<file path="config.mk">
export PLATFORM = sky130hd
export DESIGN_NAME = lrmm_back
export DESIGN_NICKNAME = d
export VERILOG_FILES = /design/src/design/lrmm_pkg.sv /design/src/design/lrmm_back.sv
export SDC_FILE = /design/constraint.sdc
export NUM_CORES = 1
export LEC_CHECK = 0
export ABC_AREA = 1
export BUFFER_PORTS_ARGS = -buffer_cell sky130_fd_sc_hd__buf_2
export CAP_MARGIN = 20
export CORE_AREA = 4 4 411 413
export CTS_CLUSTER_DIAMETER = 200
export CTS_CLUSTER_SIZE = 28
export DETAILED_ROUTE_END_ITERATION = 10
export DIE_AREA = 0 0 415 417
export GPL_ROUTABILITY_DRIVEN = 1
export PLACE_DENSITY_LB_ADDON = 0.3
export SLEW_MARGIN = 5
export SYNTH_ARGS = -nofsm -noshare
export SYNTH_HDL_FRONTEND = slang
export SYNTH_SLANG_ARGS = --single-unit
</file>
<file path="constraint.sdc">
create_clock -name clk_i -period 14.8 [get_ports clk_i]
set_input_delay 1.48 -clock clk_i [delete_from_list [all_inputs] [get_ports clk_i]]
set_output_delay 1.48 -clock clk_i [all_outputs]
set_load 0.005 [all_outputs]
</file>
<file path="src/design/lrmm_pkg.sv">
// shared types, register codes and helpers for the line running max/min filter
// no dependencies; every other file of the block imports this package
package lrmm_pkg;

  localparam int unsigned MAX_HALF_DEF = 31;
  localparam int unsigned PIX_W        = 16;
  localparam int unsigned CFG_W        = 5;

  typedef enum logic {
    REG_HALF_WINDOW = 1'b0,
    REG_OPERATION   = 1'b1
  } reg_idx_e;

  typedef enum logic {
    OP_DILATE = 1'b0,
    OP_ERODE  = 1'b1
  } op_e;

  typedef struct packed {
    logic [PIX_W-1:0] pixel_in;
    logic             last_in_line;
  } pix_in_t;

  typedef struct packed {
    logic [PIX_W-1:0] pixel_out;
    logic             last_out;
  } pix_out_t;

  // fixed-width part of a classified pixel
  typedef struct packed {
    logic [PIX_W-1:0] pixel;
    logic             last;
    logic             main;
    op_e              op;
  } job_t;

  // tag that travels with each reduction through the tree
  typedef struct packed {
    logic vld;
    logic last;
    op_e  op;
  } tag_t;

  function automatic logic [PIX_W-1:0] pick(op_e op, logic [PIX_W-1:0] a,
                                           logic [PIX_W-1:0] b);
    logic [PIX_W-1:0] r;
    if (op == OP_ERODE) begin
      r = (b < a) ? b : a;
    end else begin
      r = (b > a) ? b : a;
    end
    return r;
  endfunction

  // neutral value for padding leaves
  function automatic logic [PIX_W-1:0] neutral(op_e op);
    return (op == OP_ERODE) ? {PIX_W{1'b1}} : {PIX_W{1'b0}};
  endfunction

endpackage

</file>
<file path="src/design/lrmm_back.sv">
// back end: pixel window shift line and output sequencer (main output, then flush)
// depends on lrmm_pkg
module lrmm_back #(
  parameter int unsigned MAX_HALF = lrmm_pkg::MAX_HALF_DEF,
  localparam int unsigned DEPTH = 2 * MAX_HALF + 1,
  localparam int unsigned CW = $clog2(DEPTH + 1),
  localparam int unsigned HW = $clog2(MAX_HALF + 1)
) (
  input  logic                        clk_i,
  input  logic                        rst_ni,
  input  logic                        job_valid_i,
  output logic                        job_ready_o,
  input  lrmm_pkg::job_t              job_i,
  input  logic [CW-1:0]               job_avail_i,
  input  logic [CW-1:0]               job_seen_i,
  input  logic [HW-1:0]               job_half_i,
  input  logic [HW-1:0]               job_rem_i,
  input  logic                        adv_i,
  output logic [lrmm_pkg::PIX_W-1:0]  window_o [DEPTH],
  output lrmm_pkg::tag_t              req_o,
  output logic [CW-1:0]               req_count_o
);
  import lrmm_pkg::*;

  logic [PIX_W-1:0] win_q [DEPTH];
  logic             busy_q, main_q, last_q;
  op_e              op_q;
  logic [HW-1:0]    d_q, half_q;
  logic [CW-1:0]    avail_q, seen_q;
  logic [CW-1:0]    flush_w, flush_cnt;
  logic             fin, issue, pop;

  // final request of the current pixel
  assign fin   = main_q ? (d_q == '0) : (d_q == HW'(1));
  assign issue = busy_q & adv_i;
  assign job_ready_o = ~busy_q | (issue & fin);
  assign pop   = job_valid_i & job_ready_o;

  always_comb begin
    flush_w     = CW'(d_q) + CW'(half_q);
    flush_cnt   = (seen_q < flush_w) ? seen_q : flush_w;
    req_o.vld   = busy_q;
    req_o.last  = fin & last_q;
    req_o.op    = op_q;
    req_count_o = main_q ? avail_q : flush_cnt;
  end

  always_ff @(posedge clk_i) begin
    if (pop) begin
      win_q[0] <= job_i.pixel;
      for (int i = 1; i < DEPTH; i++) begin
        win_q[i] <= win_q[i-1];
      end
      last_q  <= job_i.last;
      op_q    <= job_i.op;
      avail_q <= job_avail_i;
      seen_q  <= job_seen_i;
      half_q  <= job_half_i;
    end
  end

  always_ff @(posedge clk_i or negedge rst_ni) begin
    if (!rst_ni) begin
      busy_q <= 1'b0;
      main_q <= 1'b0;
      d_q    <= '0;
    end else if (pop) begin
      busy_q <= job_i.main | job_i.last;
      main_q <= job_i.main;
      d_q    <= job_i.last ? job_rem_i : '0;
    end else if (issue) begin
      if (fin) begin
        busy_q <= 1'b0;
      end else if (main_q) begin
        main_q <= 1'b0;
      end else begin
        d_q <= d_q - 1'b1;
      end
    end
  end

  assign window_o = win_q;

endmodule

</file>
==> impl_metrics.json <==
{
  "slew_headroom": 0.2370,
  "fin_crit_sh": 0.3365,
  "ys_seq_area_frac": 0.9712,
  "ys_warn_count": 0,
  "cts_buffers": 42,
  "hold_end": "window_o[621]$_DFFE_PP_",
  "synth.distinct_cells": 29,
  "reg2regPathDepth": 11,
  "holdPathStages": 0,
  "p_int_mw": 4.682,
  "synth_mux_area_frac": 0,
  "drive_above_1_share": 0.4911,
  "ff2ff_setup_slack_ps": 9840,
  "grt_start_max_net_pins": 189,
  "r2r-end": "window_o[668]$_DFFE_PP_",
  "p_sw_frac": 0.2670,
  "rows": 149,
  "cellLeakagePower_nw": 14.74,
  "insertion_delay_ps": 650,
  "path_common_cell": "buf_12",
  "dr.first_iter.drc_count": 1187,
  "min_period_ps": 4980,
  "core_area_um2": 164800,
  "holdCritStartpoint": "window_o[637]$_DFFE_PP_",
  "final_nets": 2357,
  "cp_slowest_stage_delay_ps": 640,
  "synth_xor_area_frac": 0.001646,
  "cp.arrival_ps": 5250,
  "r2r_start": "d_q[1]$_DFFE_PN0P_",
  "crit_chain": "buf_2 -> nand3_2 -> nand2_4 -> nand2_4 -> inv_8 -> buf_12 -> buf_12 -> buf_12",
  "grt_pass1_vias": 15980,
  "drc_errors": 0,
  "powerDensity_nw_per_um2": 154.9,
  "cts_hold_buf": 0,
  "drt-total-wl_um": 86750,
  "fin_worst_skew_ps": 27.31,
  "setup_tns_ps": 0,
  "irDropWorstVdd_mv": 0.1125,
  "synth_fa_ha_area_frac": 0.005721,
  "drtPass1Iterations": 5,
  "antenna_found_initial": 2,
  "initial_utilization": 0.1938,
  "drt-wirelength-per-cell_um": 19.28,
  "layout_common_cells": "buf_2 (1062), edfxtp_1 (1027), nand2_1 (59)",
  "clock_power_share": 0.221,
  "syn_nets": 1247,
  "die_h_um": 417,
  "fin_ws_ps": 9820,
  "critPathSlowestCell": "buf_12",
  "ant_nets": 0,
  "grt_first_pass_wirelength_um": 119700,
  "hp-class": "reg -> reg",
  "gp_congestion": 0.8232,
  "critPathKind": "in -> reg",
  "rsz0062_at_grt": "no",
  "cts-resized-gates": 0,
  "drv_slew": 0,
  "dp_worst_setup_slack_ps": 9216,
  "io_pins": 1063,
  "outcome": "completed",
  "ys_ff_latch": 1034,
  "p_comb_frac": 0.149,
  "max_cap_viol_count": 0,
  "die_x_um": 415,
  "syn-cell-area_um2": 31930,
  "start_kind": "input pin",
  "cts.clk_slew.worst_paths_ps": 110,
  "dp_hpwl_um": 64900,
  "p_seq_frac": 0.629,
  "finalHoldViolCount": 0,
  "postSynthCellCount": 1188,
  "p_switching_mw": 1.706,
  "routed_via_density": 3.481,
  "port_buffers": 1062,
  "cp.required_ps": 15070,
  "h-tree-depth": 2,
  "cts_tree": "yes",
  "synth-simple-area-share": 0.01540,
  "final_common_cell": "buf_2",
  "grt-ovfl-total": 0,
  "cts_buffer_depth": 3,
  "finalSetupViolCount": 0,
  "syn2layout_area_growth_pct": 29.14,
  "worstPathMaxFanout": 188,
  "max_slew.worst_pin.slew_ps": 1145,
  "endpoint_kind": "register",
  "synth_compound_area_frac": 0.002508,
  "avgSynthCellArea_um2": 26.88,
  "max_freq_mhz": 200.8,
  "vias": 15660,
  "die_area_um2": 173100,
  "grt_use_total": 0.09271,
  "synth_top_family_by_area": "simple AND/OR/NAND/NOR gates",
  "cts_root_buffer": "clkbuf_16",
  "post-cts-setup-buffers": 0,
  "clock_sinks": 1034
}
==> registers in the layout, summed over array words and instances, names as in the netlist <==
| signal | cells |
|---|---|
| window_o | 1008 |
| avail_q | 6 |
| seen_q | 6 |
| d_q | 5 |
| half_q | 5 |
| busy_q | 1 |
| last_q | 1 |
| main_q | 1 |
| op_q | 1 |
==> power by group through the flow <==
stage	combinational, mW	sequential [mW]	clock (mW)
2_1_floorplan	0.337	4.33	0
3_3_place_gp	0.990	4.08	0
3_5_place_dp	0.984	4.10	0
4_1_cts	0.982	4.03	1.50
5_1_grt	1.04	4.07	1.60
6_report	0.953	4.02	1.41
==> logic make-up (layout without fill, tap and decap cells) <==
family / count (synthesis) / after routing
flops: 1034 / 1034
simple gates: 98 / 98
buf+inv: 24 / 1145
fa+ha+maj: 14 / 14
compound gates: 12 / 12
xor+xnor: 6 / 6
other cells: 0 / 1
==> stage by stage <==
stage	cells	power, mW	util	hold slack (ps)	instance area, um2
CTS	4498	6.515	0.2502	436.3	41240
detailed placement	4443	5.081	0.2432	425.7	40070
floorplan	1188	4.666	-	452.1	31930
finish	4499	6.387	0.2502	435.4	41240
global placement	4443	5.070	0.2432	421.8	40070
global route	4499	6.713	0.2502	443.4	41240
==> per-layer routing <==
metal,track usage,part of all wire,vias up
met3,0.03625,0.10,76
li1,-,-,6869
met1,0.1011,0.36,8033
met4,0.02158,0.020,0
met5,0,0,-
met2,0.1688,0.52,685
==> synthesized netlist by cell type <==
cell type,instances,area share
edfxtp_1,1027,0.97
nand2_1,59,0.0069
inv_1,16,0.0019
nand3_1,16,0.0025
ha_1,13,0.0051
dfrtp_1,7,0.0055
nand2_4,7,0.0025
a21oi_1,5,0.00078
nand3b_1,5,0.0012
nor2_1,4,0.00047
xnor2_1,4,0.0011
inv_2,3,0.00035
buf_4,2,0.00047
nand2_2,2,0.00039
nor2_4,2,0.00071
o21ai_0,2,0.00031
xor2_1,2,0.00055
a21boi_1,1,0.00024
a21oi_4,1,0.00051
buf_2,1,0.00016
buf_6,1,0.00035
fa_1,1,0.00063
inv_6,1,0.00027
nand3_2,1,0.00031
nor2_2,1,0.00020
nor3b_1,1,0.00024
o21a_1,1,0.00024
o21ai_1,1,0.00016
o21ai_2,1,0.00027
==> critical path, delay by kind of cell <==
kind,cells,cell delay (ps)
buf+inv,5,2600
simple gates,3,320
==> worst max path at each step <==
stage	startpoint	end	slack, ps	cells past startpoint
after detailed placement	adv_i	window_o[748]$_DFFE_PP_	9220	8
after global routing	d_q[1]$_DFFE_PN0P_	window_o[708]$_DFFE_PP_	9540	11
after CTS	d_q[0]$_DFFE_PN0P_	req_count_o[1]	9770	13
after floorplan	adv_i	avail_q[0]$_DFFE_PP_	1350	4
after global placement	adv_i	window_o[780]$_DFFE_PP_	9280	8
final	adv_i	window_o[668]$_DFFE_PP_	9820	8
==> cell type report <==
class,instances,area (um2)
Fill cell,16990,123600
Inverter,20,87.58
Antenna cell,1,2.502
Clock buffer,54,1160
Timing Repair Buffer,1070,5425
Sequential cell,1034,31010
Clock inverter,1,3.754
Tap cell,2189,2739
Multi-Input combinational cell,130,807.0
Note: power is estimated with default switching activity, not from simulation.
