File: src/design/lrmm_pkg.sv
// shared types, register codes and helpers for the line running max/min filter
// no dependencies; every other file of the block imports this package
package lrmm_pkg;

  localparam int unsigned MAX_HALF_DEF = 31;
  localparam int unsigned PIX_W        = 16;
  localparam int unsigned CFG_W        = 5;

  typedef enum logic {
    REG_HALF_WINDOW = 1'b0,
    REG_OPERATION   = 1'b1
  } reg_idx_e;

  typedef enum logic {
    OP_DILATE = 1'b0,
    OP_ERODE  = 1'b1
  } op_e;

  typedef struct packed {
    logic [PIX_W-1:0] pixel_in;
    logic             last_in_line;
  } pix_in_t;

  typedef struct packed {
    logic [PIX_W-1:0] pixel_out;
    logic             last_out;
  } pix_out_t;

  // fixed-width part of a classified pixel
  typedef struct packed {
    logic [PIX_W-1:0] pixel;
    logic             last;
    logic             main;
    op_e              op;
  } job_t;

  // tag that travels with each reduction through the tree
  typedef struct packed {
    logic vld;
    logic last;
    op_e  op;
  } tag_t;

  function automatic logic [PIX_W-1:0] pick(op_e op, logic [PIX_W-1:0] a,
                                           logic [PIX_W-1:0] b);
    logic [PIX_W-1:0] r;
    if (op == OP_ERODE) begin
      r = (b < a) ? b : a;
    end else begin
      r = (b > a) ? b : a;
    end
    return r;
  endfunction

  // neutral value for padding leaves
  function automatic logic [PIX_W-1:0] neutral(op_e op);
    return (op == OP_ERODE) ? {PIX_W{1'b1}} : {PIX_W{1'b0}};
  endfunction

endpackage

File: src/design/lrmm_queue.sv
// two-entry request queue between front end and back end
// depends on lrmm_pkg only for house style; payload is a flat vector
module lrmm_queue #(
  parameter int unsigned W = 8
) (
  input  logic         clk_i,
  input  logic         rst_ni,
  input  logic         push_valid_i,
  output logic         push_ready_o,
  input  logic [W-1:0] push_data_i,
  output logic         pop_valid_o,
  input  logic         pop_ready_i,
  output logic [W-1:0] pop_data_o
);
  import lrmm_pkg::*;

  logic [W-1:0] mem_q [2];
  logic         wr_ptr_q, rd_ptr_q;
  logic [1:0]   cnt_q;
  logic         push, pop;

  assign push_ready_o = (cnt_q != 2'd2);
  assign pop_valid_o  = (cnt_q != 2'd0);
  assign pop_data_o   = mem_q[rd_ptr_q];
  assign push         = push_valid_i & push_ready_o;
  assign pop          = pop_valid_o & pop_ready_i;

  always_ff @(posedge clk_i) begin
    if (push) begin
      mem_q[wr_ptr_q] <= push_data_i;
    end
  end

  always_ff @(posedge clk_i or negedge rst_ni) begin
    if (!rst_ni) begin
      wr_ptr_q <= 1'b0;
      rd_ptr_q <= 1'b0;
      cnt_q    <= 2'd0;
    end else begin
      if (push) wr_ptr_q <= ~wr_ptr_q;
      if (pop)  rd_ptr_q <= ~rd_ptr_q;
      cnt_q <= cnt_q + {1'b0, push} - {1'b0, pop};
    end
  end

endmodule

File: config.mk
export PLATFORM = sky130hd
export DESIGN_NAME = lrmm_queue
export DESIGN_NICKNAME = d
export VERILOG_FILES = /design/src/design/lrmm_pkg.sv /design/src/design/lrmm_queue.sv
export SDC_FILE = /design/constraint.sdc
export NUM_CORES = 1
export LEC_CHECK = 0
export ABC_CLOCK_PERIOD_IN_PS = 2350
export CORE_AREA = 2 2 39 41
export DETAILED_ROUTE_END_ITERATION = 8
export DIE_AREA = 0 0 41 43
export DONT_BUFFER_PORTS = 1
export PLACE_DENSITY = 0.72
export SYNTH_ARGS = -nofsm -noshare
export SYNTH_HDL_FRONTEND = slang
export SYNTH_SLANG_ARGS = --single-unit
File: constraint.sdc
create_clock -name clk_i -period 2.35 [get_ports clk_i]
set_input_delay 0.235 -clock clk_i [delete_from_list [all_inputs] [get_ports clk_i]]
set_output_delay 0.235 -clock clk_i [all_outputs]
set_load 0.005 [all_outputs]
==> results of run 1 <==
==> synth_stat cells <==
library cell,instances
xor2_1,1
nand2_1,1
ha_1,2
and2_4,1
dfrtp_1,4
buf_2,1
edfxtp_1,16
mux2_1,8
xnor2_1,3
inv_1,1
and3_1,1
or2_1,1
nor2_1,1
nand2b_1,1
==> timing repair <==
item                       in CTS  in global routing
hold buffers                    1                  5
setup endpoints to repair       0                  0
resized for setup               0                  0
hold endpoints to repair        4                  9
==> registers in the layout (all words and copies together) (netlist names) <==
signal,cells
cnt_q,2
mem_q,16
rd_ptr_q,1
wr_ptr_q,1
==> area by class of cell <==
type	instances	area share [%]
clock buffers	4	3.00
inverters	1	0.429
multi-input cells	20	21.1
flip-flops and latches	20	66.3
well taps	16	2.29
repair buffers	6	6.86
==> logic make-up after synthesis <==
| family | Yosys count |
|---|---|
| xor+xnor | 4 |
| fa+ha+maj | 2 |
| buf+inv | 2 |
| flops | 20 |
| mux | 8 |
| simple gates | 6 |
==> through the flow <==
step / total power, mW / instances / utilization [%] / area (um2) / setup slack [ns]
floorplan: 0.767 / 42 / - / 774 / 0.725
global placement: 0.795 / 57 / 57.1 / 790 / 0.695
detailed placement: 0.825 / 57 / 57.1 / 790 / 0.589
CTS: 0.988 / 62 / 59.7 / 826 / 0.564
global route: 1.05 / 67 / 63.3 / 876 / 0.503
finish: 0.983 / 67 / 63.3 / 876 / 0.587
==> power by group through the flow <==
stage	registers, mW	logic [mW]	clock network [mW]
after floorplan	0.528	0.239	0
after global placement	0.561	0.234	0
after detailed placement	0.568	0.257	0
after CTS	0.560	0.262	0.166
after global routing	0.570	0.290	0.189
final	0.560	0.263	0.160
==> layer usage <==
| layer | share of wire (%) | global-route usage, % |
|---|---|---|
| met5 | 0 | 0 |
| met4 | 2.3 | 10.0 |
| met3 | 7.9 | 7.33 |
| met2 | 57 | 24.1 |
| met1 | 33 | 16.0 |
==> final timing paths <==
path | depth (start not counted) | startpoint | end | slack (ns)
max in group asynchronous | 1 | rst_ni | cnt_q[1] | 1.99
min in group asynchronous | 1 | rst_ni | rd_ptr_q | 0.19
min reg2reg | 1 | wr_ptr_q | wr_ptr_q | 0.53
max reg2reg | 7 | cnt_q[1] | cnt_q[1] | 0.59
min | 0 | push_data_i[5] | mem_q[1][5] | 0.03
max | 7 | cnt_q[1] | cnt_q[1] | 0.59
==> metrics.yaml, run 1 <==
portBuffers: 0
cp_max_fo: 3
yosys.area_share.adder_pct: 3.23
via_per_inst: 5.45
pwr-share-comb_pct: 26.8
start_util_pct: 56.0
wl_mm: 1.07
ys_seq_area_share_pct: 75.0
grt_overflow: 0
final_cell_mix: "edfxtp_1, mux2_1, dlygate4sd3_1"
seqCellArea_um2: 581
netlist_area_um2: 774
tightest_slew_ns: 0.650
fin_skew_ns: 0.00764
place_congestion: 0.634
p_int_mw: 0.689
synth_top_cell_by_area: "edfxtp_1"
num_io_pins: 22
dieHeight_um: 43
synth_top_area_share_pct: 62.0
max-vdd-ir-drop_uv: 713
fin_crit_sh_pct: 75.0
path_clk_slew_ns: 0.09
arrival_ns: 1.98
clockBufferDepth: 2
yosysWarnings: 0
status: "finished, final reports clean"
switching_power_mw: 0.294
antenna_left: 0
cp_data_required_time_ns: 2.56
syn_inst: 42
cp_slowest_cell: "dfrtp_1"
multi_input_area_um2: 185
tritoncts: "done"
max-cap-violations: 0
numCtsBuffers: 3
track_usage_pct: 15.6
antenna_found_initial: 0
htreeDepth: 1
die_area_um2: 1760
synth.avg_cell_area_um2: 18.4
final_common_cell: "edfxtp_1"
grt_pass1_vias: 367
syn_nets: 56
n_antenna_cell: 0
yosys.area_share.simple_pct: 4.52
whs_ns: 0.0342
core_um2: 1380
n_fill_cell: 107
critPathLaunchType: "register"
place_hpwl_um: 760
slowest_delay_ns: 0.42
muxShareOfSynthArea_pct: 11.6
worstPathCellList: "or2_1, and2_4, ha_1, inv_1, ha_1, xnor2_1, xnor2_1"
slew_headroom_pct: 56.5
setup_viol: 0
synth-seq-cells: 20
firstDrtPassIters: 4
rows: 14
worstSetupPathType: "register to register"
slew_viol_final: 0
hp-class: "input port to register"
switching_share_pct: 29.9
hold_viol_final: 0
synthTopCellsByArea: "edfxtp_1, dfrtp_1, mux2_1"
area_delta_synth_final_pct: 13.1
grt_first_pass_wirelength_mm: 1.61
power_frac_seq_pct: 57.0
cp-end-kind: "register"
synth_xor_area_share_pct: 4.52
p_clk_share_pct: 16.2
clkLatencyLatePin_ns: 0.30
post_cts_buffers: 0
synth_compound_area_share_pct: 0
drive_above_1_share_pct: 7.84
dieWidth_um: 41
rsz0062_at_grt: "false"
finalCriticalPeriod_ns: 1.76
drt_iter0_drc: 3
synth_top_family_by_area: "multiplexers"
via_count: 365
wl_per_cell_um: 15.9
synth_cell_type_count: 14
path_delay_family: "adder cells"
powerDensity_nw_per_um2: 1120
leakage_nw: 0.318
fmax_ghz: 0.567
worst-path-buf-inv: 1
root_buffer: "clkbuf_4"
finalNetCount: 66
drc: 0
grt_max_degree: 12
tns_ns: 0
clkSinkCount: 20
(Power assumes the default switching activity.)
==> run 2: changes to the inputs <==
==> config.mk (replaced) <==
export PLATFORM = sky130hd
export DESIGN_NAME = lrmm_queue
export DESIGN_NICKNAME = d
export VERILOG_FILES = /design/src/design/lrmm_pkg.sv /design/src/design/lrmm_queue.sv
export SDC_FILE = /design/constraint.sdc
export NUM_CORES = 1
export LEC_CHECK = 0
export ABC_AREA = 1
export ABC_CLOCK_PERIOD_IN_PS = 1500
export CORE_UTILIZATION = 52
export DETAILED_ROUTE_END_ITERATION = 8
export DONT_BUFFER_PORTS = 1
export PLACE_DENSITY = 0.68
export SYNTH_ARGS = -nofsm -noshare
export SYNTH_HDL_FRONTEND = slang
export SYNTH_SLANG_ARGS = --single-unit
==> constraint.sdc (replaced) <==
create_clock -name clk_i -period 1.5 [get_ports clk_i]
set_input_delay 0.15 -clock clk_i [delete_from_list [all_inputs] [get_ports clk_i]]
set_output_delay 0.15 -clock clk_i [all_outputs]
set_load 0.005 [all_outputs]
==> metrics.yaml, run 2 <==
fmax_ghz: 0.696
crit_start: "cnt_q[1]"
synth_top_area_share_pct: 58.0
drt_iter0_drc: 9
via_per_inst: 4.94
place_hpwl_um: 843
portBuffers: 0
p_int_mw: 1.23
hold_viol_final: 0
pwr-share-comb_pct: 30.0
largest_register_ffs: 16
start_util_pct: 55.6
powerDensity_nw_per_um2: 1840
critPathLaunchType: "register"
postSynth.asyncResetShare_pct: 20.0
synthTopCellsByArea: "edfxtp_1, nand2_1, dfrtp_1"
final_util_pct: 68.0
setup_viol: 0
worstPathCellList: "inv_2, nand2_4, nand2_2, inv_1, ha_1, inv_1, ha_2, inv_1, nand2_1, nand2_1"
tns_ns: 0
place_ws_ns: 0.0925
synth_cell_type_count: 12
cp_max_fo: 3
final_common_cell: "nand2_1"
numCtsBuffers: 3
synth_common_cells: "nand2_1, edfxtp_1, inv_1"
reg2reg_depth: 10
tritoncts: "done"
clockBufferDepth: 2
slew_viol_final: 0
path_clk_slew_ns: 0.12
dieHeight_um: 41.9
synth_most_common_cell: "nand2_1"
grt_max_degree: 13
power_frac_seq_pct: 46.7
synth.avg_cell_area_um2: 11.3
synth-seq-cells: 20
worstSetupPathDepth: 10
yosys.area_share.adder_pct: 3.02
synth_xor_area_share_pct: 0
yosysWarnings: 0
largest_register: "mem_q"
cp-end-kind: "register"
wl_mm: 1.32
slew_headroom_pct: 73.3
whs_ns: 0.00331
hp-start: "push_valid_i"
yosys.area_share.simple_pct: 21.1
dieWidth_um: 41.9
reg2reg_from: "cnt_q[1]"
path_delay_family: "flip-flops"
ys_seq_area_share_pct: 70.1
synth_top_family_by_area: "simple AND/OR/NAND/NOR gates"
syn_inst: 73
root_buffer: "clkbuf_4"
die_area_um2: 1760
antenna_found_initial: 0
slowest_delay_ns: 0.44
area_delta_synth_final_pct: 22.2
grt_overflow: 0
muxShareOfSynthArea_pct: 0
n_fill_cell: 109
hp-class: "input port to register"
finalCriticalPeriod_ns: 1.44
htreeDepth: 1
synth_compound_area_share_pct: 0
top_regs: "mem_q: 16 flops, cnt_q: 2 flops"
hold_depth: 3
worst-path-buf-inv: 4
synth_top_cell_by_area: "edfxtp_1"
max-cap-violations: 0
cp_slowest_cell: "dfrtp_1"
dp.cells: 90
wl_per_cell_um: 12.7
grt_first_pass_wirelength_mm: 2.19
cp_common_cell: "inv_1"
n_antenna_cell: 0
synth_edf_count: 16
max-vdd-ir-drop_uv: 1270
via_count: 514
finalNetCount: 103
drive_above_1_share_pct: 17.0
clkLatencyLatePin_ns: 0.29
firstDrtPassIters: 6
post_cts_buffers: 0
leakage_nw: 0.458
grt_pass1_vias: 528
drc: 0
synth_ff_type: "edfxtp_1"
switching_power_mw: 0.633
ff2ff_setup_slack_ns: 0.06
fin_crit_sh_pct: 95.8
syn_nets: 87
core_um2: 1490
netlist_area_um2: 828
num_io_pins: 22
status: "finished, final reports clean"
tightest_slew_ns: 0.401
switching_share_pct: 33.9
final_cells: 104
arrival_ns: 1.64
rows: 14
cp_data_required_time_ns: 1.70
track_usage_pct: 17.4
antenna_left: 0
place_congestion: 0.782
p_clk_share_pct: 23.3
worstSetupPathType: "register to register"
clkSinkCount: 20
fin_skew_ns: 0.00169
final_cell_mix: "nand2_1, edfxtp_1, dlygate4sd3_1"
fin_ws_ns: 0.0633
## run 2: cell types whose count changed after synthesis, sizes merged
cell / before / now
and3: 1 / 0
nand2: 1 / 37
xnor2: 3 / 0
nand3: 0 / 3
xor2: 1 / 0
or2: 1 / 0
mux2: 8 / 0
inv: 1 / 9
and2: 1 / 0
nand2b: 1 / 0
## run 2: logic make-up (layout without fill, tap and decap cells)
group | Yosys count | in the layout
adder cells (fa/ha/maj) | 2 | 2
buffers and inverters | 10 | 25
flip-flops | 20 | 20
AND/OR/NAND/NOR | 41 | 41
## run 2: per-stage QoR
stage | power [mW] | area [um2]
floorplan | 1.28 | 828
CTS | 1.84 | 1000
detailed placement | 1.39 | 852
global placement | 1.37 | 852
finish | 1.87 | 1010
global route | 1.99 | 1010
## run 2: path summary, 6_finish.rpt
check                            to
setup / recovery           cnt_q[1]
hold / removal             wr_ptr_q
setup reg to reg           cnt_q[1]
hold reg to reg            wr_ptr_q
max in group asynchronous  rd_ptr_q
min in group asynchronous  cnt_q[1]
## run 2: power groups by stage
stage	combinational, mW	clock (mW)	sequential, mW
6_report	0.559	0.435	0.872
5_1_grt	0.648	0.454	0.890
4_1_cts	0.542	0.431	0.869
3_5_place_dp	0.512	0	0.881
3_3_place_gp	0.493	0	0.873
2_1_floorplan	0.454	0	0.830
## run 2: worst register-to-register path, delay by kind of cell, from the launching register on
family	cells	cell delay, ns
AND/OR/NAND/NOR	4	0.24
flip-flops	1	0.44
buffers and inverters	4	0.25
adder cells (fa/ha/maj)	2	0.42
## run 2: final cells by class
type	count	area, um2	share of cell area [%]
Sequential cell	20	581	57.4
Multi-Input combinational cell	43	208	20.5
Timing Repair Buffer	12	115	11.4
Inverter	9	36.3	3.58
Clock inverter	1	30.0	2.97
Clock buffer	3	22.5	2.22
Tap cell	16	20.0	1.98
## run 2: metal layers
layer  up-vias  share of wire [%]  routed length [um]  GRT usage, %
li1        262                  -                   -             -
met1       231                 44                 581          20.4
met2        21                 50                 666          29.4
met3         0                5.5                  73          4.35
met4         0                  0                   0          9.03
met5         -                  0                   0             0
## run 2: repair_timing
item / 4_1_cts / 5_1_grt
endpoints found under the hold margin: 21 / 0
hold buffers: 10 / 0
endpoints found under the setup margin: 0 / 1
gates resized for setup: 0 / 3
==> run 3: changes to the inputs <==
--- a/config.mk
+++ b/config.mk
@@ -11,6 +11,7 @@
 export DETAILED_ROUTE_END_ITERATION = 8
 export DONT_BUFFER_PORTS = 1
 export PLACE_DENSITY = 0.68
+export REMOVE_ABC_BUFFERS = 1
 export SYNTH_ARGS = -nofsm -noshare
 export SYNTH_HDL_FRONTEND = slang
 export SYNTH_SLANG_ARGS = --single-unit
==> metrics.yaml, run 3 (synthesis gave the netlist of run 2 again) <==
place_area_um2: 845
die_area_um2: 1760
via_count: 517
hp-class: "input port to register"
fin_crit_sh_pct: 92.9
firstDrtPassIters: 4
grt_pass1_vias: 469
hp-start: "push_valid_i"
htreeDepth: 1
worstSetupPathType: "register to register"
seqCellArea_um2: 581
num_io_pins: 22
finalNetCount: 102
hold_depth: 2
fin_skew_ns: 0.00255
powerDensity_nw_per_um2: 1700
via_per_inst: 5.02
drive_above_1_share_pct: 14.9
cp_data_required_time_ns: 1.70
worstSetupPathDepth: 10
clockBufferDepth: 2
reg2reg_depth: 10
finalCriticalPeriod_ns: 1.39
drt_iter0_drc: 6
cp_slowest_cell: "dfrtp_1"
final_common_cell: "nand2_1"
whs_ns: 0.0130
n_antenna_cell: 0
worstPathCellList: "inv_2, nand2_4, nand2_2, inv_1, ha_1, inv_1, ha_2, inv_1, nand2_1, nand2_1"
grt_overflow: 0
path_delay_family: "adder cells"
rows: 14
antenna_found_initial: 0
grt_max_degree: 12
portBuffers: 0
tns_ns: 0
crit_start: "cnt_q[1]"
wl_per_cell_um: 12.4
cp_max_fo: 3
worst-path-buf-inv: 4
root_buffer: "clkbuf_4"
numCtsBuffers: 3
track_usage_pct: 16.1
final_area_um2: 978
post_cts_buffers: 0
setup_viol: 0
max-cap-violations: 0
slowest_delay_ns: 0.43
antenna_left: 0
dieWidth_um: 41.9
largest_register_ffs: 16
cp_common_cell: "inv_1"
wl_mm: 1.27
clkLatencyLatePin_ns: 0.29
n_fill_cell: 110
clkSinkCount: 20
totalPowerFinal_mw: 1.67
cp-end-kind: "register"
slew_headroom_pct: 74.5
place_congestion: 0.689
place_hpwl_um: 803
core_um2: 1490
dieHeight_um: 41.9
status: "finished, final reports clean"
rsz0062_at_grt: "false"
tritoncts: "done"
slew_viol_final: 0
drc: 0
hold_viol_final: 0
path_clk_slew_ns: 0.10
critPathLaunchType: "register"
fmax_ghz: 0.717
final_cell_mix: "nand2_1, edfxtp_1, dlygate4sd3_1"
area_delta_synth_final_pct: 18.1
multi_input_area_um2: 208
grt_first_pass_wirelength_mm: 2.02
reg2reg_from: "cnt_q[1]"
max-vdd-ir-drop_uv: 1090
leakage_nw: 0.440
arrival_ns: 1.59
tightest_slew_ns: 0.383
start_util_pct: 55.6
top_regs: "mem_q: 16 flops, cnt_q: 2 flops"
largest_register: "mem_q"
[run 3: cell count changes in the layout (fill, tap and decap cells not counted), sizes merged]
cell,previous run,this run
buf,2,1
clkinv,0,1
bufinv,1,0
[run 3: worst reg2reg max path: cells and delay by family, from the launching register on]
| kind | cells | cell delay [ns] |
|---|---|---|
| adders and majority gates | 2 | 0.43 |
| DFF | 1 | 0.43 |
| and+or+nand+nor | 4 | 0.21 |
| buffers and inverters | 4 | 0.24 |
[run 3: metal layers]
metal	wire length (um)	track usage, %	up-vias
met5	0	0	-
met4	19	7.74	0
met3	55	4.35	4
met2	620	24.4	16
met1	578	21.7	234
li1	-	-	263
[run 3: timing repair]
item,CTS,global route
setup endpoints to repair,0,1
resized for setup,0,3
hold buffers,9,1
hold endpoints to repair,20,1
[run 3: stage by stage]
step	util (%)	setup slack, ns	std cells
2_1_floorplan	-	0.185	72
3_3_place_gp	56.7	0.119	89
3_5_place_dp	56.7	0.103	89
4_1_cts	64.5	0.0879	102
5_1_grt	65.7	0.00375	103
6_report	65.7	0.106	103
[run 3: worst paths after layout]
check / end / slack, ns
setup / recovery: cnt_q[1] / 0.11
hold / removal: wr_ptr_q / 0.01
setup reg to reg: cnt_q[1] / 0.11
hold reg to reg: wr_ptr_q / 0.50
max in group asynchronous: cnt_q[0] / 1.21
min in group asynchronous: cnt_q[1] / 0.12
[run 3: area by class of cell]
cell class / count / share of cell area (%)
Sequential cell: 20 / 59.3
Clock inverter: 1 / 0.384
Inverter: 9 / 3.71
Multi-Input combinational cell: 43 / 21.2
Timing Repair Buffer: 11 / 11.0
Clock buffer: 3 / 2.30
Tap cell: 16 / 2.05
[run 3: power by group]
group          total (mW)  internal [mW]  switching (mW)
logic               0.547          0.185           0.362
registers           0.868          0.770          0.0978
clock network       0.252         0.0968           0.156
