$ cat config.mk
export PLATFORM = sky130hd
export DESIGN_NAME = lrmm_front
export DESIGN_NICKNAME = d
export VERILOG_FILES = /design/src/design/lrmm_pkg.sv /design/src/design/lrmm_front.sv
export SDC_FILE = /design/constraint.sdc
export NUM_CORES = 1
export LEC_CHECK = 0
export BUFFER_PORTS_ARGS = -buffer_cell sky130_fd_sc_hd__buf_2
export CORE_MARGIN = 2
export CORE_UTILIZATION = 30
export CTS_BUF_LIST = sky130_fd_sc_hd__clkbuf_8
export DETAILED_ROUTE_END_ITERATION = 10
export GPL_TIMING_DRIVEN = 1
export HOLD_SLACK_MARGIN = 0.08
export PLACE_DENSITY = 0.65
export SYNTH_ARGS = -nofsm -noshare
export SYNTH_HDL_FRONTEND = slang
export SYNTH_SLANG_ARGS = --single-unit
$ cat constraint.sdc
create_clock -name clk_i -period 8.7 [get_ports clk_i]
set_clock_uncertainty 0.2 [all_clocks]
set_input_delay 1.74 -clock clk_i [delete_from_list [all_inputs] [get_ports clk_i]]
set_output_delay 1.74 -clock clk_i [all_outputs]
set_load 0.005 [all_outputs]
$ cat src/design/lrmm_pkg.sv
// shared types, register codes and helpers for the line running max/min filter
// no dependencies; every other file of the block imports this package
package lrmm_pkg;

  localparam int unsigned MAX_HALF_DEF = 31;
  localparam int unsigned PIX_W        = 16;
  localparam int unsigned CFG_W        = 5;

  typedef enum logic {
    REG_HALF_WINDOW = 1'b0,
    REG_OPERATION   = 1'b1
  } reg_idx_e;

  typedef enum logic {
    OP_DILATE = 1'b0,
    OP_ERODE  = 1'b1
  } op_e;

  typedef struct packed {
    logic [PIX_W-1:0] pixel_in;
    logic             last_in_line;
  } pix_in_t;

  typedef struct packed {
    logic [PIX_W-1:0] pixel_out;
    logic             last_out;
  } pix_out_t;

  // fixed-width part of a classified pixel
  typedef struct packed {
    logic [PIX_W-1:0] pixel;
    logic             last;
    logic             main;
    op_e              op;
  } job_t;

  // tag that travels with each reduction through the tree
  typedef struct packed {
    logic vld;
    logic last;
    op_e  op;
  } tag_t;

  function automatic logic [PIX_W-1:0] pick(op_e op, logic [PIX_W-1:0] a,
                                           logic [PIX_W-1:0] b);
    logic [PIX_W-1:0] r;
    if (op == OP_ERODE) begin
      r = (b < a) ? b : a;
    end else begin
      r = (b > a) ? b : a;
    end
    return r;
  endfunction

  // neutral value for padding leaves
  function automatic logic [PIX_W-1:0] neutral(op_e op);
    return (op == OP_ERODE) ? {PIX_W{1'b1}} : {PIX_W{1'b0}};
  endfunction

endpackage

$ cat src/design/lrmm_front.sv
// front end: configuration registers, per-line pixel count and request classification
// depends on lrmm_pkg
module lrmm_front #(
  parameter int unsigned MAX_HALF = lrmm_pkg::MAX_HALF_DEF,
  localparam int unsigned DEPTH = 2 * MAX_HALF + 1,
  localparam int unsigned CW = $clog2(DEPTH + 1),
  localparam int unsigned HW = $clog2(MAX_HALF + 1)
) (
  input  logic                        clk_i,
  input  logic                        rst_ni,
  input  logic                        cfg_we_i,
  input  logic [0:0]                  cfg_idx_i,
  input  logic [lrmm_pkg::CFG_W-1:0]  cfg_data_i,
  input  logic                        in_valid_i,
  output logic                        in_ready_o,
  input  lrmm_pkg::pix_in_t           in_data_i,
  output logic                        job_valid_o,
  input  logic                        job_ready_i,
  output lrmm_pkg::job_t              job_o,
  output logic [CW-1:0]               job_avail_o,
  output logic [CW-1:0]               job_seen_o,
  output logic [HW-1:0]               job_half_o,
  output logic [HW-1:0]               job_rem_o
);
  import lrmm_pkg::*;

  logic [CFG_W-1:0] half_q;
  op_e              op_q;
  logic [CW-1:0]    seen_q, seen_d;
  logic [HW-1:0]    half_c;
  logic [CW-1:0]    seen_inc, span_c;
  logic             accept;

  always_ff @(posedge clk_i or negedge rst_ni) begin
    if (!rst_ni) begin
      half_q <= CFG_W'(1);
      op_q   <= OP_DILATE;
    end else if (cfg_we_i) begin
      unique case (reg_idx_e'(cfg_idx_i))
        REG_HALF_WINDOW: half_q <= cfg_data_i;
        REG_OPERATION:   op_q   <= op_e'(cfg_data_i[0]);
        default:         half_q <= half_q;
      endcase
    end
  end

  always_comb begin
    half_c   = (half_q > MAX_HALF) ? HW'(MAX_HALF) : HW'(half_q);
    seen_inc = (seen_q == CW'(DEPTH)) ? seen_q : seen_q + 1'b1;
    span_c   = CW'({half_c, 1'b1});
  end

  assign accept      = in_valid_i & job_ready_i;
  assign in_ready_o  = job_ready_i;
  assign job_valid_o = in_valid_i;

  always_comb begin
    job_o.pixel = in_data_i.pixel_in;
    job_o.last  = in_data_i.last_in_line;
    job_o.main  = seen_inc > CW'(half_c);
    job_o.op    = op_q;
    job_avail_o = (seen_inc < span_c) ? seen_inc : span_c;
    job_seen_o  = seen_inc;
    job_half_o  = half_c;
    // flush length is the smaller of pixels seen and the half window
    job_rem_o   = (seen_inc < CW'(half_c)) ? HW'(seen_inc) : half_c;
  end

  assign seen_d = in_data_i.last_in_line ? '0 : seen_inc;

  always_ff @(posedge clk_i or negedge rst_ni) begin
    if (!rst_ni) begin
      seen_q <= '0;
    end else if (accept) begin
      seen_q <= seen_d;
    end
  end

endmodule

==> results of run 1 <==
## final cells by class
type	instances	area (µm²)
repair buffers	38	190
multi-input cells	79	612
inverters	8	30.0
fillers	357	2170
flip-flops and latches	12	302
well taps	46	57.6
clock buffers	4	55.1
## placed cells by master, fill, tap and decap left out, types with 2 or more instances in the layout
master    instances
mux2_2           11
nor2b_1           2
ha_1             11
dfrtp_1          11
a21oi_1           4
a22o_1            5
o21ai_0           7
mux2i_1           3
inv_1             8
nand2_1          13
nand2b_1          4
clkbuf_8          4
buf_2            38
nor2_1            6
nand3_1           3
## sequential cells by signal, summed over array words and instances, names as in the netlist
name        cells
seen_q          6
job_half_o      5
op_q            1
## stage by stage
stage                     power (µW)  hold WS, ns  setup slack [ns]  area, µm²  std cells
final                            213        0.325              3.58       1250        187
after global routing             231        0.361              3.29       1250        187
after CTS                        216        0.324              3.57       1250        187
after detailed placement         152        0.302              3.85       1190        183
after global placement           152        0.296              3.88       1190        183
after floorplan                  126        0.281              4.29       1100        120
## per-layer routing
| metal | track usage | part of all wire |
|---|---|---|
| met1 | 0.175 | 0.49 |
| met2 | 0.190 | 0.42 |
| met3 | 0.0399 | 0.070 |
| met4 | 0.0505 | 0.022 |
| met5 | 0 | 0 |
## logic make-up (layout without fill, tap and decap cells)
family / Yosys count / in the layout / share of synthesized area
multiplexers: 14 / 14 / 0.140
buffers and inverters: 29 / 50 / 0.168
XOR/XNOR: 2 / 2 / 0.0228
adder cells (fa/ha/maj): 11 / 11 / 0.125
AND/OR/NAND/NOR: 33 / 33 / 0.155
flip-flops: 12 / 12 / 0.275
AO/OA/AOI/OAI: 19 / 19 / 0.114
## worst max-delay path: cells and delay by family, from the launching register on
| kind | cells | cell delay [ns] |
|---|---|---|
| AOI/OAI and AO/OA | 2 | 1.05 |
| adders and majority gates | 2 | 0.59 |
| DFF | 1 | 0.44 |
| buffers and inverters | 1 | 0.12 |
| and+or+nand+nor | 4 | 0.41 |
| muxes | 1 | 0.32 |
## power by group through the flow
stage / Combinational, µW / Clock [µW] / Sequential, µW
detailed placement: 83.3 / 0 / 68.7
floorplan: 58.5 / 0 / 67.9
global placement: 83.1 / 0 / 68.8
global route: 93.7 / 68.0 / 68.8
CTS: 83.8 / 64.8 / 67.8
finish: 82.6 / 62.9 / 67.9
## worst max path at each step
stage | cells past startpoint | start | endpoint
floorplan | 9 | seen_q[0] | job_avail_o[1]
global placement | 10 | seen_q[0] | job_avail_o[1]
detailed placement | 10 | seen_q[0] | job_avail_o[2]
CTS | 10 | seen_q[0] | job_avail_o[2]
global route | 11 | seen_q[0] | job_rem_o[4]
finish | 10 | seen_q[0] | job_avail_o[1]
==> results.toml, run 1 <==
[status]
status = "complete, no violations"

[cts]
cts.sinks = 12
clk_pin_slew_ns = 0.06
cts_tree = "done"
cts_htree_levels = 1
worstSkewPairLatency_ns = 0.25
clockBufferDepth = 2
cts_setup_buffers = 0
postCtsHoldBufs = 0
cts_resized = 0
cts_inserted_buffers = 3
clockRootBuffer = "clkbuf_8"

[grt]
grt_pass1_vias = 853
antenna_found_initial = 0
grt.overflow.total = 0
grt_max_degree = 13
grt_pass1_wl_um = 4130
track_usage = 0.129

[finish]
nNetsFinal = 181
fin_util = 0.365
antenna_cells = 0
drive_gt1_frac = 0.404
area_delta_synth_final_pct = 13.6

[yosys]
postSynthCellCount = 120
ys_seq_elements = 12
syn_avg_cell_area_um2 = 9.14
synth_fp_nets = 159
postSynth.asyncResetShare = 1.00
synth_most_common_cell = "buf_4"
yosys.cell_types.count = 26
ys.flop_type = "dfrtp_1"
ys_top_cells_by_area = "dfrtp_1 (25%), buf_4 (14%), ha_1 (13%)"
synth_edf_count = 0
ys.warnings.count = 0
synth_top_area_share = 0.251
synth_largest_area_cell = "dfrtp_1"
synthTopCellsByCount = "buf_4 (20), nand2_1 (13), dfrtp_1 (11), ha_1 (11), mux2_2 (11)"
ys_seq_area_frac = 0.275
netlist_area_um2 = 1100

[power]
comb_power_share = 0.387
ir_drop_uv = 103
p_switching_uw = 70.4
p_leak_uw = 0.000688
pwr-share-seq = 0.318
power.internal_uw = 143
netSwitchingFraction = 0.330
p_per_area_nw_per_um2 = 171
pwr-share-clk = 0.295

[setup_path]
worstPathArrival_ns = 3.18
startpoint_type = "register"
cp_common_cell = "ha_1"
worstPathRequired_ns = 6.76
endpoint_kind = "primary output"
ff2ff_path_depth = 5
path_cells = "ha_1, and3_4, nand3_4, a21oi_1, ha_1, nand2_1, nor2_1, a2111o_1, mux2_2, buf_2"
critical_path.slowest_cell = "a2111o_1"
r2r_slack_ns = 6.72
critPathMaxStageDelay_ns = 0.54
critPathKind = "register to primary output"
rr_startpoint = "seen_q[0]"
path_max_fanout = 6
timing.rr.end = "seen_q[2]"

[routing]
remaining_drc_errors = 0
dr.pass1.iters = 4
avgViaCountPerCell = 4.74
postRouteWirelength_um = 2430
antenna_left = 0
drt_iter0_markers = 56
vias = 887
post_drt_wl_per_cell_um = 13.0

[sta]
max_slew_margin = 0.598
period_needed_ns = 5.12
finalSetupViolCount = 0
fmax_mhz = 195
setup_tns_ns = 0
hold_viol_final = 0
slew_violations = 0
tightest_slew_ns = 0.602
rsz0062_at_grt = "false"
finalCritPeriodShare = 0.589

[placement]
hpwl_um = 1910
portBuffers = 38
routabilityCongestion = 0.842

[floorplanning]
rows = 21
fp.dieH_um = 64.5
die-width_um = 64.5
ioPinCount = 71
core_area_um2 = 3420
start_util = 0.321
die_area_um2 = 4160

[worst_hold_path]
hold_class = "register to register"
worstHoldStart = "op_q"
min_path_cells = 1
holdPathEnd = "op_q"

[run]
drv_cap = 0
(Power assumes the default switching activity.)
==> run 2: changes to the inputs <==
Settings changed: ABC_AREA set to 1, PLACE_DENSITY 0.65 to 0.67.
Clock period 8.7 ns to 4.28 ns, I/O delays scaled along.
==> results.toml, run 2 <==
[status]
status = "complete, no violations"

[grt]
grt_max_degree = 13
grt_pass1_wl_um = 4340
track_usage = 0.133
grt.overflow.total = 0
antenna_found_initial = 0
grt_pass1_vias = 944

[placement]
placed_area_um2 = 1240
routabilityCongestion = 0.834
portBuffers = 38
hpwl_um = 2270

[cts]
cts_resized = 0
postCtsHoldBufs = 0
clockRootBuffer = "clkbuf_8"
cts_setup_buffers = 0
cts_htree_levels = 1
cts.sinks = 12
cts_inserted_buffers = 3
clk_pin_slew_ns = 0.05
cts_tree = "done"
clockBufferDepth = 2
worstSkewPairLatency_ns = 0.24

[yosys]
ys_top_cells_by_area = "dfrtp_1 (24%), buf_4 (13%), ha_1 (12%)"
netlist_area_um2 = 1140
postSynthCellCount = 160
synth-xor-area-share = 0.00767
ys.warnings.count = 0
yosys.cell_types.count = 23
synth_compound_area_frac = 0.159
synthTopCellsByCount = "nand2_1 (36), inv_1 (24), buf_4 (20), nand3_1 (12)"
syn_avg_cell_area_um2 = 7.14
ys.flop_type = "dfrtp_1"
muxShareOfSynthArea = 0
synth_largest_area_cell = "dfrtp_1"
synth_top_family_by_area = "simple AND/OR/NAND/NOR gates"
synth_most_common_cell = "nand2_1"
synth_fp_nets = 199
synth_top_area_share = 0.241
ys_seq_area_frac = 0.264
ys_seq_elements = 12
postSynth.asyncResetShare = 1.00
synth_edf_count = 0
synth_fa_ha_area_frac = 0.120
synth_simple_gate_area_frac = 0.235

[floorplanning]
rows = 22
die_area_um2 = 4320
die-width_um = 65.7
core_area_um2 = 3660
start_util = 0.312
ioPinCount = 71
fp.dieH_um = 65.7

[power]
p_leak_uw = 0.000759
p_per_area_nw_per_um2 = 328
ir_drop_uv = 160
power_uw = 425

[finish]
nNetsFinal = 221
ff_latch_area_um2 = 302
final_cell_area_um2 = 1290
largest_reg_flops = 6
layout_commonest_cell = "buf_2"
multi_input_area_um2 = 597
area_delta_synth_final_pct = 13.3
final_cell_mix = "buf_2 (38), nand2_1 (36), inv_1 (24)"
drive_gt1_frac = 0.287
top_register = "seen_q"
fillCellCount = 402
antenna_cells = 0

[setup_path]
worstPathArrival_ns = 2.67
endpoint_kind = "primary output"
startpoint_type = "register"
cp_top_family = "simple AND/OR/NAND/NOR gates"
path_max_fanout = 7
critPathMaxStageDelay_ns = 0.40
critical_path.slowest_cell = "dfrtp_1"
path_buf_inv = 3
cp_common_cell = "nand2_1"
path_cells = "ha_1, nand3_1, nand2_1, inv_1, nand2_1, o21ai_2, inv_1, ha_1, nand2_1, nor2_1, a211oi_4, nand2_4, nand2_1, nand2_1, buf_2"
worstPathRequired_ns = 3.22
critPathKind = "register to primary output"

[routing]
remaining_drc_errors = 0
vias = 1052
avgViaCountPerCell = 4.59
antenna_left = 0
postRouteWirelength_um = 2750
dr.pass1.iters = 4
post_drt_wl_per_cell_um = 12.0
drt_iter0_markers = 39

[sta]
setup_tns_ns = 0
finalSetupViolCount = 0
finalCritPeriodShare = 0.869
max_slew_margin = 0.735
fmax_mhz = 269
tightest_slew_ns = 0.396
hold_viol_final = 0
slew_violations = 0
period_needed_ns = 3.72
rsz0062_at_grt = "false"

[worst_hold_path]
hold_class = "input pin to async pin"

[run]
drv_cap = 0
run 2: worst register-to-register path: cells and delay by family, from the launching register on:
family,cells,cell delay (ns)
DFF,1,0.39
AOI/OAI and AO/OA,2,0.37
and+or+nand+nor,3,0.36
adders and majority gates,1,0.20
buffers and inverters,1,0.11
run 2: layout make-up:
type	count	share of cell area
Multi-Input combinational cell	103	0.461
Sequential cell	12	0.233
Timing Repair Buffer	38	0.147
Inverter	24	0.0696
Tap cell	48	0.0464
Clock buffer	4	0.0426
run 2: worst paths after layout:
path / startpoint / endpoint / slack [ns] / cells after the start
max: seen_q[0] / job_avail_o[3] / 0.56 / 15
min: rst_ni / seen_q[3] / 0.29 / 1
max reg2reg: seen_q[1] / seen_q[1] / 2.57 / 7
min reg2reg: job_half_o[0] / job_half_o[0] / 0.34 / 2
max in group asynchronous: rst_ni / job_half_o[0] / 3.31 / 1
min in group clk_i: job_half_o[0] / job_half_o[0] / 0.34 / 2
run 2: layer usage:
metal,GRT usage,wire length [µm]
met4,0.0625,48
met5,0,0
met1,0.170,1310
met3,0.0308,230
met2,0.210,1160
run 2: kinds of logic after synthesis:
group,Yosys count
and+or+nand+nor,63
buffers and inverters,45
AOI/OAI and AO/OA,28
DFF,12
adders and majority gates,11
xor gates and xnor gates,1
run 2: per-stage QoR:
stage                     hold WS [ns]  cells  worst slack (ns)   util
final                            0.289    229             0.559  0.353
after detailed placement         0.332    225             0.836  0.338
after CTS                        0.292    229             0.564  0.353
after floorplan                  0.308    160              1.17      -
after global placement           0.331    225             0.849  0.338
after global routing             0.301    229             0.322  0.353
run 2: where the power goes:
part           internal (µW)  leakage, µW  switching, µW
Combinational           69.0     0.000584           91.2
Sequential               127     0.000146           14.7
Clock                   81.3    0.0000288           41.9
Total                    277     0.000759            148
==> run 3: changes to the inputs <==
Clock period 4.28 ns to 3.1 ns, I/O delays scaled along.
==> results.toml, run 3 (synthesis results as in run 2) <==
[floorplanning]
rows = 22
core_area_um2 = 3660
die_area_um2 = 4320
die-width_um = 65.7
start_util = 0.312
ioPinCount = 71
fp.dieH_um = 65.7

[cts]
clk_pin_slew_ns = 0.05
cts_inserted_buffers = 3
cts.sinks = 12
cts_htree_levels = 1
cts_tree = "done"
clockRootBuffer = "clkbuf_8"
clockBufferDepth = 2
worstSkewPairLatency_ns = 0.24

[placement]
routabilityCongestion = 0.873
dpl_worst_slack_ns = 0.00833
hpwl_um = 2460
dp.cells = 235
portBuffers = 38

[status]
status = "finished with violations"
failed_checks = "negative setup slack"

[sta]
rsz0062_at_grt = "true"
max_slew_margin = 0.795
period_needed_ns = 3.15
slew_violations = 0
hold_viol_final = 0
setup_slack_ns = -0.0480
fmax_mhz = 318
tightest_slew_ns = 0.306
finalSetupViolCount = 5
finalCritPeriodShare = 1.02

[setup_path]
rr_startpoint = "seen_q[0]"
ff2ff_path_depth = 8
timing.rr.end = "seen_q[5]"
worstPathRequired_ns = 2.28
startpoint_type = "register"
endpoint_kind = "primary output"
worstPathArrival_ns = 2.33
path_max_fanout = 7
r2r_slack_ns = 1.42
critPathKind = "register to primary output"

[routing]
post_drt_wl_per_cell_um = 13.4
remaining_drc_errors = 0
avgViaCountPerCell = 4.66
drt_iter0_markers = 55
antenna_left = 0
postRouteWirelength_um = 3300
dr.pass1.iters = 4
vias = 1150

[finish]
fillCellCount = 386
stdcell_count = 247
multi_input_area_um2 = 752
drive_gt1_frac = 0.457
ff_latch_area_um2 = 302
largest_reg_flops = 6
top_register = "seen_q"
layout_commonest_cell = "buf_2"
nNetsFinal = 239
antenna_cells = 0
area_delta_synth_final_pct = 39.2
final_cell_mix = "buf_2 (38), nand2_1 (30), inv_1 (23)"

[power]
power_uw = 667
ir_drop_uv = 202
p_leak_uw = 0.000890
p_per_area_nw_per_um2 = 419

[grt]
grt.overflow.total = 0
antenna_found_initial = 0
grt_max_degree = 13
grt_pass1_vias = 1169
grt_pass1_wl_um = 5410
track_usage = 0.166

[worst_hold_path]
worstHoldStart = "seen_q[2]"
hold_class = "register to register"
min_path_cells = 2
holdPathEnd = "seen_q[2]"

[run]
drv_cap = 0
-- run 3: cell types whose count changed in the layout (fill, tap and decap cells not counted), moves of 3 or more --
cell,change
buf_6,+3
buf_4,+13
nor2_1,-4
nand2_4,+5
ha_1,-4
nand2_1,-6
ha_4,+4
-- run 3: power by group --
group / leakage [µW] / switching, µW / internal, µW / total (µW)
sequential: 0.000146 / 21.2 / 175 / 196
clock: 0.0000288 / 58.2 / 112 / 170
combinational: 0.000715 / 160 / 140 / 301
-- run 3: worst max-delay path, cell delays in order, from the launching register on --
cell and delay (ns):
dfrtp_1 0.40, buf_6 0.12, nand4_1 0.17, nor2_2 0.17, nand2_1 0.08, o21ai_2 0.08
inv_2 0.08, ha_4 0.24, nand2_4 0.09, nor2_4 0.05, a211oi_4 0.16, buf_6 0.16
nand2_4 0.06, nand2_1 0.06, nand2_1 0.05, buf_2 0.12
-- run 3: cell type report --
| class | count | area share |
|---|---|---|
| Clock buffer | 4 | 0.0346 |
| Inverter | 24 | 0.0566 |
| Multi-Input combinational cell | 104 | 0.473 |
| Sequential cell | 12 | 0.190 |
| Tap cell | 48 | 0.0378 |
| Timing Repair Buffer | 55 | 0.208 |
-- run 3: metal layers --
metal  vias to the layer above  track usage  wire length (µm)
met1                       514        0.219              1460
met4                         0       0.0781                68
met2                        52        0.263              1520
met3                         7       0.0274               250
met5                         -            0                 0
li1                        577            -                 -
-- run 3: worst max path at each step --
stage | from | endpoint | slack [ns] | depth (start not counted)
after global routing | seen_q[1] | job_avail_o[2] | -0.15 | 15
after floorplan | seen_q[0] | job_avail_o[2] | 0.22 | 14
after CTS | seen_q[0] | job_avail_o[3] | -0.03 | 15
after global placement | seen_q[0] | job_avail_o[3] | 0.04 | 16
after detailed placement | seen_q[0] | job_avail_o[3] | 0.008 | 16
final | seen_q[0] | job_avail_o[3] | -0.05 | 15
-- run 3: timing repair --
item                                    in CTS  in global routing
pin swaps                                   11                  3
setup buffers                                4                  2
hold buffers                                 1                  0
endpoints found under the setup margin      12                 12
endpoints found under the hold margin       11                  0
cloned                                       1                  0
gates resized for setup                     24                 11
-- run 3: metrics by stage --
step           TNS, ns  hold slack, ns  cell area [µm²]  utilization
2_1_floorplan        0           0.124             1140            -
3_3_place_gp         0           0.315             1310        0.359
3_5_place_dp         0           0.318             1310        0.359
4_1_cts        -0.0876           0.335             1530        0.418
5_1_grt          -1.42           0.386             1590        0.434
6_report        -0.189           0.343             1590        0.434
